File: src/slt_pkg.sv
// Shared types, character codes and sizes of the shell line tokenizer.
`default_nettype none

package slt_pkg;

  // Kinds of tokenizer events.
  typedef enum logic [2:0] {
    EvByte    = 3'd0,
    EvWordEnd = 3'd1,
    EvOut     = 3'd2,
    EvAppend  = 3'd3,
    EvIn      = 3'd4,
    EvHeredoc = 3'd5,
    EvPipe    = 3'd6,
    EvLineEnd = 3'd7
  } event_kind_e;

  // Character codes the lexer reacts to.
  localparam logic [7:0] CharGt     = 8'h3E;
  localparam logic [7:0] CharLt     = 8'h3C;
  localparam logic [7:0] CharPipe   = 8'h7C;
  localparam logic [7:0] CharSQuote = 8'h27;
  localparam logic [7:0] CharDQuote = 8'h22;
  localparam logic [7:0] CharSpace  = 8'h20;
  localparam logic [7:0] CharTab    = 8'h09;
  localparam logic [7:0] CharCr     = 8'h0D;

  // One input byte causes at most this many events.
  localparam int unsigned MaxEvents = 4;
  localparam int unsigned EvIdxW    = $clog2(MaxEvents);
  localparam int unsigned EvCntW    = $clog2(MaxEvents + 1);

  // Bundles held between the front and the back.
  localparam int unsigned QueueDepth = 4;
  localparam int unsigned QueuePtrW  = $clog2(QueueDepth);
  localparam int unsigned QueueCntW  = $clog2(QueueDepth + 1);

  typedef struct packed {
    event_kind_e kind;
    logic [7:0]  ch;
    logic        first;
  } event_t;

  // All events caused by one input byte, in order.
  typedef struct packed {
    event_t [MaxEvents-1:0] ev;
    logic   [EvCntW-1:0]    cnt;
  } bundle_t;

endpackage

`default_nettype wire

File: src/slt_front.sv
// Front of the tokenizer: accepts bytes, tracks lexer state, builds event bundles.
`default_nettype none

module slt_front (
  input  wire logic            clk_i,
  input  wire logic            rst_ni,
  input  wire logic            valid_i,
  output      logic            ready_o,
  input  wire logic [7:0]      byte_i,
  input  wire logic            last_i,
  input  wire logic            queue_full_i,
  output      logic            push_o,
  output      slt_pkg::bundle_t bundle_o
);

  typedef enum logic [5:0] {
    StIdle = 6'b000001,
    StWord = 6'b000010,
    StSq   = 6'b000100,
    StDq   = 6'b001000,
    StGt   = 6'b010000,
    StLt   = 6'b100000
  } lex_state_e;

  lex_state_e state_q, state_d;
  logic       accept;

  // Append one event to a bundle.
  function automatic slt_pkg::bundle_t add_ev(slt_pkg::bundle_t b,
                                              slt_pkg::event_kind_e kind,
                                              logic [7:0] ch, logic first);
    slt_pkg::bundle_t r;
    r = b;
    if (b.cnt < slt_pkg::EvCntW'(slt_pkg::MaxEvents)) begin
      r.ev[b.cnt[slt_pkg::EvIdxW-1:0]].kind  = kind;
      r.ev[b.cnt[slt_pkg::EvIdxW-1:0]].ch    = ch;
      r.ev[b.cnt[slt_pkg::EvIdxW-1:0]].first = first;
      r.cnt = b.cnt + 1'b1;
    end
    return r;
  endfunction

  always_comb begin
    slt_pkg::bundle_t b;
    lex_state_e       cur;
    logic             done;
    logic             is_ws;
    logic             is_op;
    b       = '0;
    cur     = StIdle;
    done    = 1'b0;
    state_d = state_q;
    is_ws   = (byte_i == 8'h00) || (byte_i == slt_pkg::CharSpace) ||
              ((byte_i >= slt_pkg::CharTab) && (byte_i <= slt_pkg::CharCr));
    is_op   = (byte_i == slt_pkg::CharGt) || (byte_i == slt_pkg::CharLt) ||
              (byte_i == slt_pkg::CharPipe);

    case (state_q)
      StSq: begin
        b = add_ev(b, slt_pkg::EvByte, byte_i, 1'b0);
        cur = (byte_i == slt_pkg::CharSQuote) ? StWord : StSq;
        done = 1'b1;
      end
      StDq: begin
        b = add_ev(b, slt_pkg::EvByte, byte_i, 1'b0);
        cur = (byte_i == slt_pkg::CharDQuote) ? StWord : StDq;
        done = 1'b1;
      end
      StGt: begin
        if (byte_i == slt_pkg::CharGt) begin
          b = add_ev(b, slt_pkg::EvAppend, 8'h00, 1'b0);
          done = 1'b1;
        end else begin
          b = add_ev(b, slt_pkg::EvOut, 8'h00, 1'b0);
        end
        cur = StIdle;
      end
      StLt: begin
        if (byte_i == slt_pkg::CharLt) begin
          b = add_ev(b, slt_pkg::EvHeredoc, 8'h00, 1'b0);
          done = 1'b1;
        end else begin
          b = add_ev(b, slt_pkg::EvIn, 8'h00, 1'b0);
        end
        cur = StIdle;
      end
      StWord: cur = StWord;
      default: cur = StIdle;
    endcase

    if (!done) begin
      if (is_ws) begin
        if (cur == StWord) b = add_ev(b, slt_pkg::EvWordEnd, 8'h00, 1'b0);
        cur = StIdle;
      end else if (is_op) begin
        if (cur == StWord) b = add_ev(b, slt_pkg::EvWordEnd, 8'h00, 1'b0);
        if (byte_i == slt_pkg::CharGt) begin
          cur = StGt;
        end else if (byte_i == slt_pkg::CharLt) begin
          cur = StLt;
        end else begin
          b = add_ev(b, slt_pkg::EvPipe, 8'h00, 1'b0);
          cur = StIdle;
        end
      end else begin
        b = add_ev(b, slt_pkg::EvByte, byte_i, cur != StWord);
        if (byte_i == slt_pkg::CharSQuote) cur = StSq;
        else if (byte_i == slt_pkg::CharDQuote) cur = StDq;
        else cur = StWord;
      end
    end

    if (last_i) begin
      if (cur == StWord || cur == StSq || cur == StDq) begin
        b = add_ev(b, slt_pkg::EvWordEnd, 8'h00, 1'b0);
      end else if (cur == StGt) begin
        b = add_ev(b, slt_pkg::EvOut, 8'h00, 1'b0);
      end else if (cur == StLt) begin
        b = add_ev(b, slt_pkg::EvIn, 8'h00, 1'b0);
      end
      b = add_ev(b, slt_pkg::EvLineEnd, 8'h00, 1'b0);
      cur = StIdle;
    end

    bundle_o = b;
    if (accept) state_d = cur;
  end

  assign ready_o = !queue_full_i;
  assign accept  = valid_i && ready_o;
  assign push_o  = accept && (bundle_o.cnt != '0);

  always_ff @(posedge clk_i or negedge rst_ni) begin
    if (!rst_ni) begin
      state_q <= StIdle;
    end else begin
      state_q <= state_d;
    end
  end

  // A bundle entering the queue is never empty and never overfull.
  a_push_cnt: assert property (@(posedge clk_i) disable iff (!rst_ni)
    push_o |-> (bundle_o.cnt != '0) &&
               (bundle_o.cnt <= slt_pkg::EvCntW'(slt_pkg::MaxEvents)))
    else $error("front pushed a bundle with a bad event count");

endmodule

`default_nettype wire

File: src/slt_queue.sv
// Short queue of event bundles between the tokenizer front and back.
`default_nettype none

module slt_queue (
  input  wire logic             clk_i,
  input  wire logic             rst_ni,
  input  wire logic             push_i,
  input  wire slt_pkg::bundle_t data_i,
  output      logic             full_o,
  output      logic             valid_o,
  output      slt_pkg::bundle_t data_o,
  input  wire logic             pop_i
);

  slt_pkg::bundle_t                  mem_q [slt_pkg::QueueDepth];
  logic [slt_pkg::QueuePtrW-1:0]     wr_ptr_q, rd_ptr_q;
  logic [slt_pkg::QueueCntW-1:0]     cnt_q, cnt_d;
  logic                              do_push, do_pop;

  assign full_o  = (cnt_q == slt_pkg::QueueCntW'(slt_pkg::QueueDepth));
  assign valid_o = (cnt_q != '0);
  assign data_o  = mem_q[rd_ptr_q];
  assign do_push = push_i && !full_o;
  assign do_pop  = pop_i && valid_o;

  always_comb begin
    cnt_d = cnt_q;
    if (do_push && !do_pop) cnt_d = cnt_q + 1'b1;
    else if (do_pop && !do_push) cnt_d = cnt_q - 1'b1;
  end

  always_ff @(posedge clk_i or negedge rst_ni) begin
    if (!rst_ni) begin
      wr_ptr_q <= '0;
      rd_ptr_q <= '0;
      cnt_q    <= '0;
    end else begin
      if (do_push) wr_ptr_q <= wr_ptr_q + 1'b1;
      if (do_pop) rd_ptr_q <= rd_ptr_q + 1'b1;
      cnt_q <= cnt_d;
    end
  end

  always_ff @(posedge clk_i) begin
    if (do_push) mem_q[wr_ptr_q] <= data_i;
  end

  a_no_overflow: assert property (@(posedge clk_i) disable iff (!rst_ni)
    push_i |-> !full_o)
    else $error("bundle pushed into a full queue");

  a_ptr_gap: assert property (@(posedge clk_i) disable iff (!rst_ni)
    (cnt_q != '0 && cnt_q != slt_pkg::QueueCntW'(slt_pkg::QueueDepth)) |->
      (wr_ptr_q != rd_ptr_q))
    else $error("queue pointers disagree with fill count");

endmodule

`default_nettype wire

File: src/slt_back.sv
// Back of the tokenizer: plays out the events of each bundle, one per cycle while ready_i is high.
`default_nettype none

module slt_back (
  input  wire logic             clk_i,
  input  wire logic             rst_ni,
  input  wire logic             q_valid_i,
  input  wire slt_pkg::bundle_t q_data_i,
  output      logic             q_pop_o,
  output      logic             valid_o,
  input  wire logic             ready_i,
  output      slt_pkg::event_t  event_o,
  output      logic             last_o
);

  slt_pkg::bundle_t              bundle_q;
  logic [slt_pkg::EvIdxW-1:0]    idx_q;
  logic                          busy_q;
  logic                          fire;
  logic                          need_load;

  assign last_o    = ({1'b0, idx_q} == (bundle_q.cnt - 1'b1));
  assign fire      = busy_q && ready_i;
  assign need_load = !busy_q || (fire && last_o);
  assign q_pop_o   = need_load && q_valid_i;
  assign valid_o   = busy_q;
  assign event_o   = bundle_q.ev[idx_q];

  always_ff @(posedge clk_i or negedge rst_ni) begin
    if (!rst_ni) begin
      busy_q <= 1'b0;
      idx_q  <= '0;
    end else if (q_pop_o) begin
      busy_q <= 1'b1;
      idx_q  <= '0;
    end else if (fire) begin
      if (last_o) busy_q <= 1'b0;
      else idx_q <= idx_q + 1'b1;
    end
  end

  always_ff @(posedge clk_i) begin
    if (q_pop_o) bundle_q <= q_data_i;
  end

  a_idx_in_range: assert property (@(posedge clk_i) disable iff (!rst_ni)
    busy_q |-> ({1'b0, idx_q} < bundle_q.cnt))
    else $error("event index past the end of its bundle");

endmodule

`default_nettype wire

File: src/shell_line_tokenizer_unit.sv
// Top level of the shell line tokenizer: stream ports around front, queue and back.
`default_nettype none

// The tokenizer takes a command line one byte per request, the last byte of
// the line flagged on s_axis_tlast_i, and gives a stream of events: word
// bytes (word_first marks the first byte of each word), word ends, the
// operators >, >>, <, << and |, and a line end after the last byte. Quoted
// spans belong to their word, and a single > or < waits one byte to see
// whether it is doubled. m_axis_tlast_o marks the last event caused by one
// input byte. A byte is taken every cycle while the four-entry bundle queue
// between the front and the back has room; the back sends one event per
// cycle while the output is ready, and a byte that causes no events puts
// nothing in the queue. The sustained rate is set by the back's single event
// per cycle. The first event of a byte is presented on the output once its
// bundle has been written into the queue and then loaded into the back's
// bundle register.

module shell_line_tokenizer_unit (
  input  wire logic        clk_i,
  input  wire logic        rst_ni,
  // Input byte stream.
  input  wire logic        s_axis_tvalid_i,
  output      logic        s_axis_tready_o,
  input  wire logic [7:0]  s_axis_tdata_i,   // [7:0] line_byte
  input  wire logic        s_axis_tlast_i,   // line_last
  // Output event stream.
  output      logic        m_axis_tvalid_o,
  input  wire logic        m_axis_tready_i,
  output      logic [15:0] m_axis_tdata_o,   // [7:0] word_char, [8] word_first, zero above
  output      logic [2:0]  m_axis_tuser_o,   // [2:0] event_kind
  output      logic        m_axis_tlast_o    // run_last
);

  logic             push;
  slt_pkg::bundle_t push_bundle;
  logic             q_full;
  logic             q_valid;
  slt_pkg::bundle_t q_bundle;
  logic             q_pop;
  slt_pkg::event_t  out_ev;

  // The front classifies each byte and collects every event it causes.
  slt_front u_front (
    .clk_i        (clk_i),
    .rst_ni       (rst_ni),
    .valid_i      (s_axis_tvalid_i),
    .ready_o      (s_axis_tready_o),
    .byte_i       (s_axis_tdata_i),
    .last_i       (s_axis_tlast_i),
    .queue_full_i (q_full),
    .push_o       (push),
    .bundle_o     (push_bundle)
  );

  // Bundles wait here so that an output stall does not stop the input at once.
  slt_queue u_queue (
    .clk_i   (clk_i),
    .rst_ni  (rst_ni),
    .push_i  (push),
    .data_i  (push_bundle),
    .full_o  (q_full),
    .valid_o (q_valid),
    .data_o  (q_bundle),
    .pop_i   (q_pop)
  );

  // The back sends the events of each bundle in order.
  slt_back u_back (
    .clk_i     (clk_i),
    .rst_ni    (rst_ni),
    .q_valid_i (q_valid),
    .q_data_i  (q_bundle),
    .q_pop_o   (q_pop),
    .valid_o   (m_axis_tvalid_o),
    .ready_i   (m_axis_tready_i),
    .event_o   (out_ev),
    .last_o    (m_axis_tlast_o)
  );

  // Word character is only meaningful for word bytes; the front already
  // leaves it zero for every other event.
  assign m_axis_tdata_o = {7'b0, out_ev.first, out_ev.ch};
  assign m_axis_tuser_o = out_ev.kind;

endmodule

`default_nettype wire

File: config.mk
export PLATFORM = sky130hd
export DESIGN_NAME = shell_line_tokenizer_unit
export DESIGN_NICKNAME = d
export VERILOG_FILES = /design/src/slt_pkg.sv /design/src/slt_front.sv /design/src/slt_queue.sv /design/src/slt_back.sv /design/src/shell_line_tokenizer_unit.sv
export SDC_FILE = /design/constraint.sdc
export NUM_CORES = 1
export LEC_CHECK = 0
export BUFFER_PORTS_ARGS = -buffer_cell sky130_fd_sc_hd__buf_2
export CORE_MARGIN = 4
export CORE_UTILIZATION = 31
export DETAILED_ROUTE_END_ITERATION = 10
export SLEW_MARGIN = 20
export SYNTH_ARGS = -nofsm -noshare
export SYNTH_HDL_FRONTEND = slang
export SYNTH_SLANG_ARGS = --single-unit
File: constraint.sdc
create_clock -name clk_i -period 7.9 [get_ports clk_i]
set_clock_uncertainty 0.1 [all_clocks]
set_input_delay 0.79 -clock clk_i [delete_from_list [all_inputs] [get_ports clk_i]]
set_output_delay 0.79 -clock clk_i [all_outputs]
set_load 0.005 [all_outputs]
==> results.tsv, run 1 <==
metric	value	unit
Yosys cell types	68	
pwr dens	338	nW/µm²
worst rel slew slack	36.3	%
met1 wire length	7.66	mm
HP Class	in -> async	
Top delay family on crit path	simple AND/OR/NAND/NOR gates	
initial antenna violation count	3	
Reg2Reg Setup Slack	2.14	ns
RSZ-0062 raised after global routing	no	
TNS Setup	0	ns
Vias	4703	
EDFF count, synth	165	
setup ws final	1.99	ns
fraction of registers with async set/reset	8.84	%
Detail Route met2 WL	8.47	mm
Final #Nets	586	
clock tree sinks	181	
worst-margin pin slew	0.956	ns
Crit. Startpoint	s_axis_tdata_i[6]	
Setup crit end kind	flip-flop	
post-route minimum period	5.91	ns
crit path capture	u_queue.cnt_q[1]$_DFFE_PN0P_	
Clk pwr share	25.5	%
max_cap viols	0	
Crit-path slowest cell	ha_1	
Final Hold Fails	0	
worst reg2reg path depth	20	
routed len/inst	19.4	µm
Yosys top cell area share	60.3	%
Clock Pin Slew Worst Setup and Hold Paths	0.07	ns
YS warnings	0	
slowest stage delay, CP	0.46	ns
post-CTS sizing	0	
PortBufs	27	
leading post-synthesis cells by cell area	edfxtp_1 60%, mux4_2 9.9%, dfrtp_1 4.6%	
Worst Path Buf+Inv	2	
H-tree levels	4	
mapped cell area	8220	µm²
GRT overflow	0	
GR Util All Layers	12.4	%
CTS tree	yes	
crit-path cells	buf_2 > or3_1 > nor3_1 > a31oi_1 > ha_1 > o211ai_1 > nand3_1 > ha_1 > nor2_1 > o21bai_1 > ha_1 > nor2_1 > nand3_1 > nand4b_1 > nand3b_1 > a32oi_2 > nor2_1 > ha_1 > inv_1 > fa_1 > mux2_2	
outcome	completed	
Total Routed Length	17.6	mm
row cnt	59	
placeable core region	26100	µm²
Slew Limit Fails	0	
WP depth	21	
crit path DAT	6.12	ns
reg-to-reg endpoint	u_queue.cnt_q[1]$_DFFE_PN0P_	
first-pass GRT wire length	27.6	mm
Final HPWL DP	11.4	mm
internal power	0.00219	W
pre-CTS setup slack	1.61	ns
Starting DRT DRC Count	361	
Yosys reg bits	181	
CP most frequent cell	ha_1	
DR vias/cell	5.20	
chip height	171	µm
vias in the first global route	4819	
first drt pass iteration count	5	
Post-synth top cells	165 x edfxtp_1, 36 x mux4_2, 30 x nor2_1	
largest net degree at the start of global routing	38	
Fmax	169	MHz
Mapped Cells	525	
most frequent cell after synthesis	edfxtp_1	
Ports	35	
Critical Path RT	8.11	ns
Post-CTS Hold Buffers	0	
sequential-to-total area share from yosys stat	65.2	%
sequential power share	48.5	%
worst skew pair latency	0.43	ns
fin crit share	74.8	%
Total Power	0.00313	W
Most used DFF post-synth	edfxtp_1	
Max Used Layer	met5	
RR Startpoint	u_front.state_q[2]$_DFFE_PN0P_	
clk buf depth	2	
Area Growth Syn to Fin	12.9	%
syn avg cell area	15.7	µm²
Die X	171	µm
full die area	29200	µm²
CP Class	in -> reg	
CTS buffer count	17	
post-synth top area cell	edfxtp_1	
# DRC	0	
crit path max fanout	7	
worst vdd ir	124	µV
GPL Wtd Cong	0.869	
Root Buffer	clkbuf_16	
Post-CTS Setup Inserts	0	
metal3 WL	994	µm
Gate power share	25.9	%
Initial Util	31.5	%
layout cells sized above 1	21.9	%
Setup-failing EPs final	0	
startpoint types	input pin	
net switching fraction of the power	30.2	%
switching power total	0.000946	W
post-route ant nets	0	
leak pwr	3.18	nW
-- cells in the final DEF (no fill, tap or decap), types with 8 or more instances in the layout --
cell | netlist | layout
nand4_1 | 9 | 9
mux4_2 | 36 | 36
buf_2 | 4 | 27
o21ai_1 | 8 | 8
a21oi_1 | 9 | 9
mux2i_1 | 10 | 10
ha_1 | 18 | 18
nor3_1 | 10 | 10
nor2_1 | 30 | 30
and3_1 | 11 | 11
inv_1 | 13 | 13
dfrtp_1 | 15 | 13
nand2_1 | 20 | 20
nor3b_1 | 13 | 9
edfxtp_1 | 165 | 165
clkbuf_16 | 0 | 17
a22oi_1 | 9 | 9
-- metal layers --
| layer | vias up | global-route usage [%] |
|---|---|---|
| met1 | 2392 | 15.9 |
| met2 | 140 | 20.2 |
| li1 | 2139 | - |
| met4 | 4 | 4.55 |
| met5 | - | 0 |
| met3 | 28 | 3.47 |
-- worst min-delay path by stage --
stage | to | cells after the start | slack [ns] | start
after floorplan | u_queue.cnt_q[2]$_DFFE_PN0P_ | 1 | 0.38 | u_queue.cnt_q[2]$_DFFE_PN0P_
after global placement | u_queue.cnt_q[2]$_DFFE_PN0P_ | 1 | 0.40 | u_queue.cnt_q[2]$_DFFE_PN0P_
final | u_queue.wr_ptr_q[1]$_DFFE_PN0P_ | 1 | 0.21 | rst_ni
after global routing | u_queue.wr_ptr_q[1]$_DFFE_PN0P_ | 1 | 0.22 | rst_ni
after detailed placement | u_queue.cnt_q[2]$_DFFE_PN0P_ | 1 | 0.42 | u_queue.cnt_q[2]$_DFFE_PN0P_
after CTS | u_queue.wr_ptr_q[0]$_DFFE_PN0P_ | 1 | 0.21 | rst_ni
-- state kept, by name, indices dropped and copies added (netlist names) --
| register | cells |
|---|---|
| u_back.valid_o | 1 |
| u_back.bundle_q | 33 |
| u_back.idx_q | 2 |
| u_queue.mem_q | 132 |
| u_queue.wr_ptr_q | 2 |
| u_queue.cnt_q | 3 |
| u_queue.rd_ptr_q | 2 |
| u_front.state_q | 6 |
-- cells by family after synthesis --
logic type | Yosys count | share of synthesized area (%)
adders and majority gates | 19 | 2.98
buffers and inverters | 46 | 2.62
muxes | 47 | 11.2
DFF | 181 | 65.2
xor gates and xnor gates | 13 | 1.39
other | 1 | 0.0456
and+or+nand+nor | 134 | 9.06
AOI/OAI and AO/OA | 84 | 7.53
-- worst reg2reg max path: cells and delay by family, from the launching register on --
family	cells	cell delay [ns]
simple gates	9	1.91
fa+ha+maj	5	1.78
compound gates	4	1.01
flops	1	0.50
mux	1	0.27
buf+inv	1	0.08
-- power by group through the flow --
stage / logic [W] / clock network (W) / registers (W)
2_1_floorplan: 0.000666 / 0 / 0.00144
3_3_place_gp: 0.000811 / 0 / 0.00154
3_5_place_dp: 0.000829 / 0 / 0.00155
4_1_cts: 0.000831 / 0.000816 / 0.00153
5_1_grt: 0.000904 / 0.000857 / 0.00156
6_report: 0.000813 / 0.000799 / 0.00152
-- layout make-up --
class,count,area (µm²)
repair buffers,34,188
flip-flops and latches,181,5360
inverters,16,60.1
multi-input cells,304,2690
clock inverters,14,126
well taps,335,419
diodes,2,5.00
fillers,2439,16800
clock buffers,18,429
-- through the flow --
step                util [%]  area [µm²]  hold WS [ns]  std cells
floorplan                  -        8240         0.375        531
global placement        33.5        8720         0.395        870
detailed placement      33.5        8720         0.415        870
CTS                     35.6        9270         0.206        902
global route            35.6        9270         0.225        902
finish                  35.6        9280         0.208        904
Power figures use the tool's default switching activity.
==> run 2, diff against run 1 <==
==> constraint.sdc (replaced) <==
create_clock -name clk_i -period 5.7 [get_ports clk_i]
set_clock_uncertainty 0.1 [all_clocks]
set_input_delay 0.57 -clock clk_i [delete_from_list [all_inputs] [get_ports clk_i]]
set_output_delay 0.57 -clock clk_i [all_outputs]
set_load 0.005 [all_outputs]
==> run 2 against run 1 <==
Effect of this change: sequential share of layout area is 0.79 points lower; sequential power up 35%; critical path depth up 2; first-iteration DRC count increased by 35%; combinational power increased by 53%; clock power rose by 39%; sequential cell count stayed put; hold slack better by 0.18 ns.
==> results.tsv, run 2 (same netlist as run 1, synthesis figures left out) <==
metric	value	unit	change
worst vdd ir	179	µV	+45%
Initial Util	31.5	%	unchanged
Setup crit end kind	flip-flop		
layout cells sized above 1	22.6	%	+0.70 points
Post-CTS Setup Inserts	0		unchanged
Crit-path slowest cell	dfrtp_1		
commonest non-fill, non-tap cell in the layout	edfxtp_1		
Final Hold Fails	0		unchanged
Biggest register	u_queue.mem_q		
crit-path cells	or2_2 > nor4_2 > a31oi_1 > inv_1 > ha_1 > nand2_1 > o211ai_1 > a21oi_1 > or2_2 > ha_1 > nor2_1 > o21bai_1 > ha_1 > nor2_1 > nand3_1 > nand4b_1 > nand3b_1 > a32oi_2 > nor2_1 > ha_1 > inv_1 > fa_1 > mux2_2		
# DRC	0		unchanged
setup ws final	0.400	ns	-1.59 ns
worst-margin pin slew	0.889	ns	-0.0664 ns
placeable core region	26100	µm²	unchanged
Vias	4787		+1.8%
worst skew pair latency	0.42	ns	about the same
CP most frequent cell	ha_1		
GPL Wtd Cong	0.877		+1.0%
startpoint types	flip-flop		
GRT overflow	0		unchanged
Post-Route Utilization	36.1	%	+0.49 points
post-route ant nets	0		unchanged
pre-CTS setup slack	0.195	ns	-1.42 ns
first-pass GRT wire length	27.8	mm	+0.70%
pwr dens	468	nW/µm²	+39%
PortBufs	27		unchanged
initial antenna violation count	1		-2
max_cap viols	0		unchanged
Root Buffer	clkbuf_16		
crit path max fanout	10		+3
CTS tree	yes		
Clock Pin Slew Worst Setup and Hold Paths	0.06	ns	about the same
fin crit share	93.0	%	
outcome	completed		
RSZ-0062 raised after global routing	no		
Final #Nets	595		+1.5%
Diodes inserted	0		-2
sequential cell area	5360	µm²	unchanged
H-tree levels	4		unchanged
clock tree sinks	181		unchanged
Largest regs	u_queue.mem_q: 132 flops, u_back.bundle_q: 33 flops, u_front.state_q: 6 flops		
Starting DRT DRC Count	486		+35%
CP Class	reg -> reg		
vias in the first global route	4820		+0.021%
Die X	171	µm	unchanged
Ports	35		unchanged
leak pwr	3.23	nW	+1.6%
Final HPWL DP	11.5	mm	+0.84%
filler cell count	2442		+0.12%
GR Util All Layers	12.5	%	+0.071 points
first drt pass iteration count	5		unchanged
max reg flops	132		unchanged
most frequent cells in the layout	165 x edfxtp_1, 36 x mux4_2, 30 x nor2_1		
CTS buffer count	17		unchanged
worst rel slew slack	40.7	%	+4.4 points
largest net degree at the start of global routing	39		+2.6%
full die area	29200	µm²	unchanged
Fmax	189	MHz	
Area Growth Syn to Fin	14.4	%	
Top delay family on crit path	simple AND/OR/NAND/NOR gates		
post-route minimum period	5.30	ns	
Slew Limit Fails	0		unchanged
slowest stage delay, CP	0.49	ns	+0.03 ns
chip height	171	µm	unchanged
routed len/inst	19.5	µm	+0.14%
Total Routed Length	17.7	mm	+0.91%
DR vias/cell	5.25		+1.0%
Critical Path RT	5.91	ns	-2.20 ns
area of the multi-input gates	2700	µm²	+0.23%
row cnt	59		unchanged
Worst Path Buf+Inv	2		unchanged
Setup-failing EPs final	0		unchanged
crit path DAT	5.51	ns	-0.61 ns
clk buf depth	2		unchanged
HP Class	reg -> reg		
[run 2: layer usage]
metal | vias up | GRT usage, % | share of wire [%]
met4 | 2 | 3.89 | 1.6
met5 | - | 0 | 0.073
met1 | 2449 | 16.8 | 44
met2 | 154 | 20.0 | 49
li1 | 2158 | - | -
met3 | 24 | 3.17 | 5.0
[run 2: repair_timing]
action | 4_1_cts | 5_1_grt
resized for setup | 0 | 1
hold buffers | 1 | 0
endpoints found under the setup margin | 0 | 1
endpoints found under the hold margin | 14 | 0
[run 2: final timing paths]
| kind | from | end | slack, ns | depth (start not counted) |
|---|---|---|---|---|
| setup / recovery | u_front.state_q[2]$_DFFE_PN0P_ | u_queue.cnt_q[1]$_DFFE_PN0P_ | 0.40 | 23 |
| hold / removal | u_queue.rd_ptr_q[0]$_DFFE_PN0P_ | u_queue.rd_ptr_q[0]$_DFFE_PN0P_ | 0.39 | 1 |
| setup reg to reg | u_front.state_q[2]$_DFFE_PN0P_ | u_queue.cnt_q[1]$_DFFE_PN0P_ | 0.40 | 23 |
| hold reg to reg | u_queue.rd_ptr_q[0]$_DFFE_PN0P_ | u_queue.rd_ptr_q[0]$_DFFE_PN0P_ | 0.39 | 1 |
| max in group asynchronous | rst_ni | u_queue.rd_ptr_q[1]$_DFFE_PN0P_ | 4.59 | 2 |
| min in group asynchronous | rst_ni | u_queue.wr_ptr_q[0]$_DFFE_PN0P_ | 0.54 | 2 |
[run 2: through the flow]
stage	TNS, ns	hold WS [ns]	power [W]	instance area, µm²	instances
global route	0	0.395	0.00467	9410	911
floorplan	-150.71	0.174	0.00291	8240	531
global placement	0	0.364	0.00330	8830	878
detailed placement	0	0.376	0.00335	8830	878
CTS	0	0.388	0.00447	9400	911
finish	0	0.387	0.00441	9410	911
[run 2: final cells by class]
| cell class | count | share of cell area, % |
|---|---|---|
| clock buffers | 19 | 4.60 |
| clock inverters | 13 | 1.38 |
| inverters | 16 | 0.638 |
| multi-input cells | 304 | 28.7 |
| flip-flops and latches | 181 | 57.0 |
| well taps | 335 | 4.46 |
| repair buffers | 43 | 3.27 |
[run 2: power breakdown]
group	switching (W)	internal, W
clock network	0.000470	0.000642
logic	0.000663	0.000578
registers	0.000170	0.00188
total	0.00130	0.00310
[run 2: worst register-to-register path, stage by stage (launching register included)]
cell      delay, ns
dfrtp_1        0.49
or2_2          0.36
nor4_2         0.31
a31oi_1        0.16
inv_1          0.10
ha_1           0.24
nand2_1        0.07
o211ai_1       0.19
a21oi_1        0.09
or2_2          0.36
ha_1           0.30
nor2_1         0.04
o21bai_1       0.19
ha_1           0.26
nor2_1         0.10
nand3_1        0.08
nand4b_1       0.19
nand3b_1       0.27
a32oi_2        0.24
nor2_1         0.07
ha_1           0.23
inv_1          0.07
fa_1           0.41
mux2_2         0.26
==> run 3, diff against run 2 <==
--- a/config.mk
+++ b/config.mk
@@ -9,6 +9,7 @@
 export CORE_MARGIN = 4
 export CORE_UTILIZATION = 31
 export DETAILED_ROUTE_END_ITERATION = 10
+export PLACE_DENSITY = 0.46
 export SLEW_MARGIN = 20
 export SYNTH_ARGS = -nofsm -noshare
 export SYNTH_HDL_FRONTEND = slang
==> run 3 against run 2 <==
Effect of this change: die area did not move; power is 2.3% higher; worst setup slack improved by 0.054 ns; count of clock-buffer cells in the layout down 2.
==> results.tsv, run 3 (same netlist as run 1, synthesis figures left out) <==
metric	value	unit	change
outcome	completed		
# DRC	0		unchanged
H-tree levels	4		unchanged
vias in the first global route	4847		+0.56%
setup ws final	0.454	ns	+0.0545 ns
Die X	171	µm	unchanged
Reg2Reg Setup Slack	0.45	ns	+0.05 ns
pre-CTS setup slack	0.138	ns	-0.0573 ns
Vias	4742		-0.94%
filler cell count	2422		-0.82%
placeable core region	26100	µm²	unchanged
area of the multi-input gates	2710	µm²	+0.23%
commonest non-fill, non-tap cell in the layout	edfxtp_1		
GRT overflow	0		unchanged
switching power total	0.00142	W	+9.0%
post-route minimum period	5.25	ns	-0.0545 ns
Setup-failing EPs final	0		unchanged
Ports	35		unchanged
leak pwr	3.25	nW	+0.74%
HP Class	in -> reg		
Initial Util	31.5	%	unchanged
startpoint types	flip-flop		
max reg flops	132		unchanged
post-route ant nets	0		unchanged
layout cells sized above 1	23.5	%	+0.91 points
chip height	171	µm	unchanged
Gate power share	28.0	%	-0.2 points
routed len/inst	20.6	µm	+5.9%
sequential cell area	5360	µm²	about the same
GR Util All Layers	13.3	%	+0.81 points
Clk pwr share	26.4	%	+1.2 points
CTS buffer count	17		unchanged
Final HPWL DP	11.8	mm	+2.2%
Area Growth Syn to Fin	15.0	%	
full die area	29200	µm²	unchanged
first-pass GRT wire length	29.3	mm	+5.4%
crit path max fanout	10		unchanged
crit path capture	u_queue.cnt_q[1]$_DFFE_PN0P_		
internal power	0.00309	W	-0.51%
Root Buffer	clkbuf_16		
first drt pass iteration count	4		-1
worst rel slew slack	45.9	%	+5.2 points
row cnt	59		unchanged
Clock Pin Slew Worst Setup and Hold Paths	0.07	ns	about the same
Biggest register	u_queue.mem_q		
most frequent cells in the layout	165 x edfxtp_1, 36 x mux4_2, 30 x nor2_1		
Final Hold Fails	0		unchanged
Largest regs	u_queue.mem_q: 132 flops, u_back.bundle_q: 33 flops, u_front.state_q: 6 flops		
Slew Limit Fails	0		unchanged
Crit. Startpoint	u_front.state_q[2]$_DFFE_PN0P_		
fin crit share	92.0	%	-0.96 points
Setup crit end kind	flip-flop		
Critical Path RT	5.92	ns	about the same
DR vias/cell	5.21		-0.83%
clock tree sinks	181		unchanged
crit path DAT	5.47	ns	-0.04 ns
reg-to-reg endpoint	u_queue.cnt_q[1]$_DFFE_PN0P_		
worst vdd ir	243	µV	+36%
Starting DRT DRC Count	301		-38%
CP Class	reg -> reg		
max_cap viols	0		unchanged
sequential power share	45.6	%	-1.0 points
worst-margin pin slew	0.805	ns	-0.0841 ns
Total Power	0.00451	W	+2.3%
pwr dens	477	nW/µm²	+1.8%
Diodes inserted	0		unchanged
PortBufs	27		unchanged
RSZ-0062 raised after global routing	no		
clk buf depth	2		unchanged
GPL Wtd Cong	0.836		-4.7%
initial antenna violation count	1		unchanged
worst skew pair latency	0.43	ns	about the same
net switching fraction of the power	31.5	%	+1.9 points
Fmax	191	MHz	+1.0%
RR Startpoint	u_front.state_q[2]$_DFFE_PN0P_		
Final #Nets	594		-0.17%
worst reg2reg path depth	23		unchanged
largest net degree at the start of global routing	38		-2.6%
CTS tree	yes		
Total Routed Length	18.7	mm	+5.8%
run 3: worst min-delay path by stage:
stage / start / endpoint / slack [ns] / depth (start not counted)
after floorplan: rst_ni / u_back.idx_q[0]$_DFFE_PN0P_ / 0.17 / 0
after global placement: u_queue.cnt_q[2]$_DFFE_PN0P_ / u_queue.cnt_q[2]$_DFFE_PN0P_ / 0.40 / 1
after detailed placement: rst_ni / u_front.state_q[1]$_DFFE_PN0P_ / 0.43 / 1
after CTS: m_axis_tready_i / u_back.idx_q[0]$_DFFE_PN0P_ / 0.40 / 4
after global routing: m_axis_tready_i / u_back.idx_q[0]$_DFFE_PN0P_ / 0.45 / 4
final: m_axis_tready_i / u_back.idx_q[0]$_DFFE_PN0P_ / 0.41 / 4
run 3: timing repair:
action / 4_1_cts / 5_1_grt
buffers inserted: 0 / 0
endpoints found under the hold margin: 15 / 0
hold buffers: 1 / 0
resized for setup: 0 / 1
setup endpoints to repair: 0 / 2
run 3: through the flow:
| stage | instances | area (µm²) | TNS (ns) | hold slack [ns] | util (%) |
|---|---|---|---|---|---|
| 4_1_cts | 910 | 9450 | 0 | 0.397 | 36.3 |
| 5_1_grt | 910 | 9450 | 0 | 0.452 | 36.3 |
| 6_report | 910 | 9450 | 0 | 0.412 | 36.3 |
| 3_5_place_dp | 877 | 8830 | 0 | 0.429 | 33.9 |
| 3_3_place_gp | 877 | 8820 | 0 | 0.397 | 33.8 |
| 2_1_floorplan | 531 | 8240 | -150.71 | 0.174 | - |
run 3: worst max-delay path, cell delays in order, from the launching register on:
cell and delay (ns):
dfrtp_1 0.49, or2_2 0.35, nor4_2 0.28, a31oi_1 0.15
inv_1 0.10, ha_1 0.19, nand2_1 0.06, o211ai_1 0.20
a21oi_1 0.09, or2_2 0.36, ha_1 0.31, nor2_1 0.04
o21bai_1 0.20, ha_1 0.30, nor2_1 0.11, nand3_1 0.07
nand4b_1 0.19, nand3b_1 0.27, a32oi_2 0.25, nor2_1 0.06
ha_1 0.23, inv_1 0.07, fa_1 0.41, mux2_2 0.26
run 3: layout make-up:
class / instances / share of cell area [%]
tap: 335 / 4.43
timing repair buffer: 42 / 3.18
multi-input combinational: 304 / 28.6
clock inverter: 15 / 1.96
clock buffer: 17 / 4.50
inverter: 16 / 0.635
sequential: 181 / 56.7
run 3: power by group through the flow:
stage               Sequential, W  Combinational, W  Clock (W)
floorplan                 0.00199          0.000923          0
global placement          0.00208           0.00128          0
detailed placement        0.00210           0.00129          0
CTS                       0.00207           0.00130    0.00123
global route              0.00210           0.00140    0.00128
finish                    0.00206           0.00126    0.00119
run 3: routing by layer:
layer	routed length, µm	track usage [%]	vias up
met2	9150	21.1	98
met1	8640	18.5	2471
li1	-	-	2151
met4	271	4.20	2
met3	688	2.59	20
met5	7	0	-
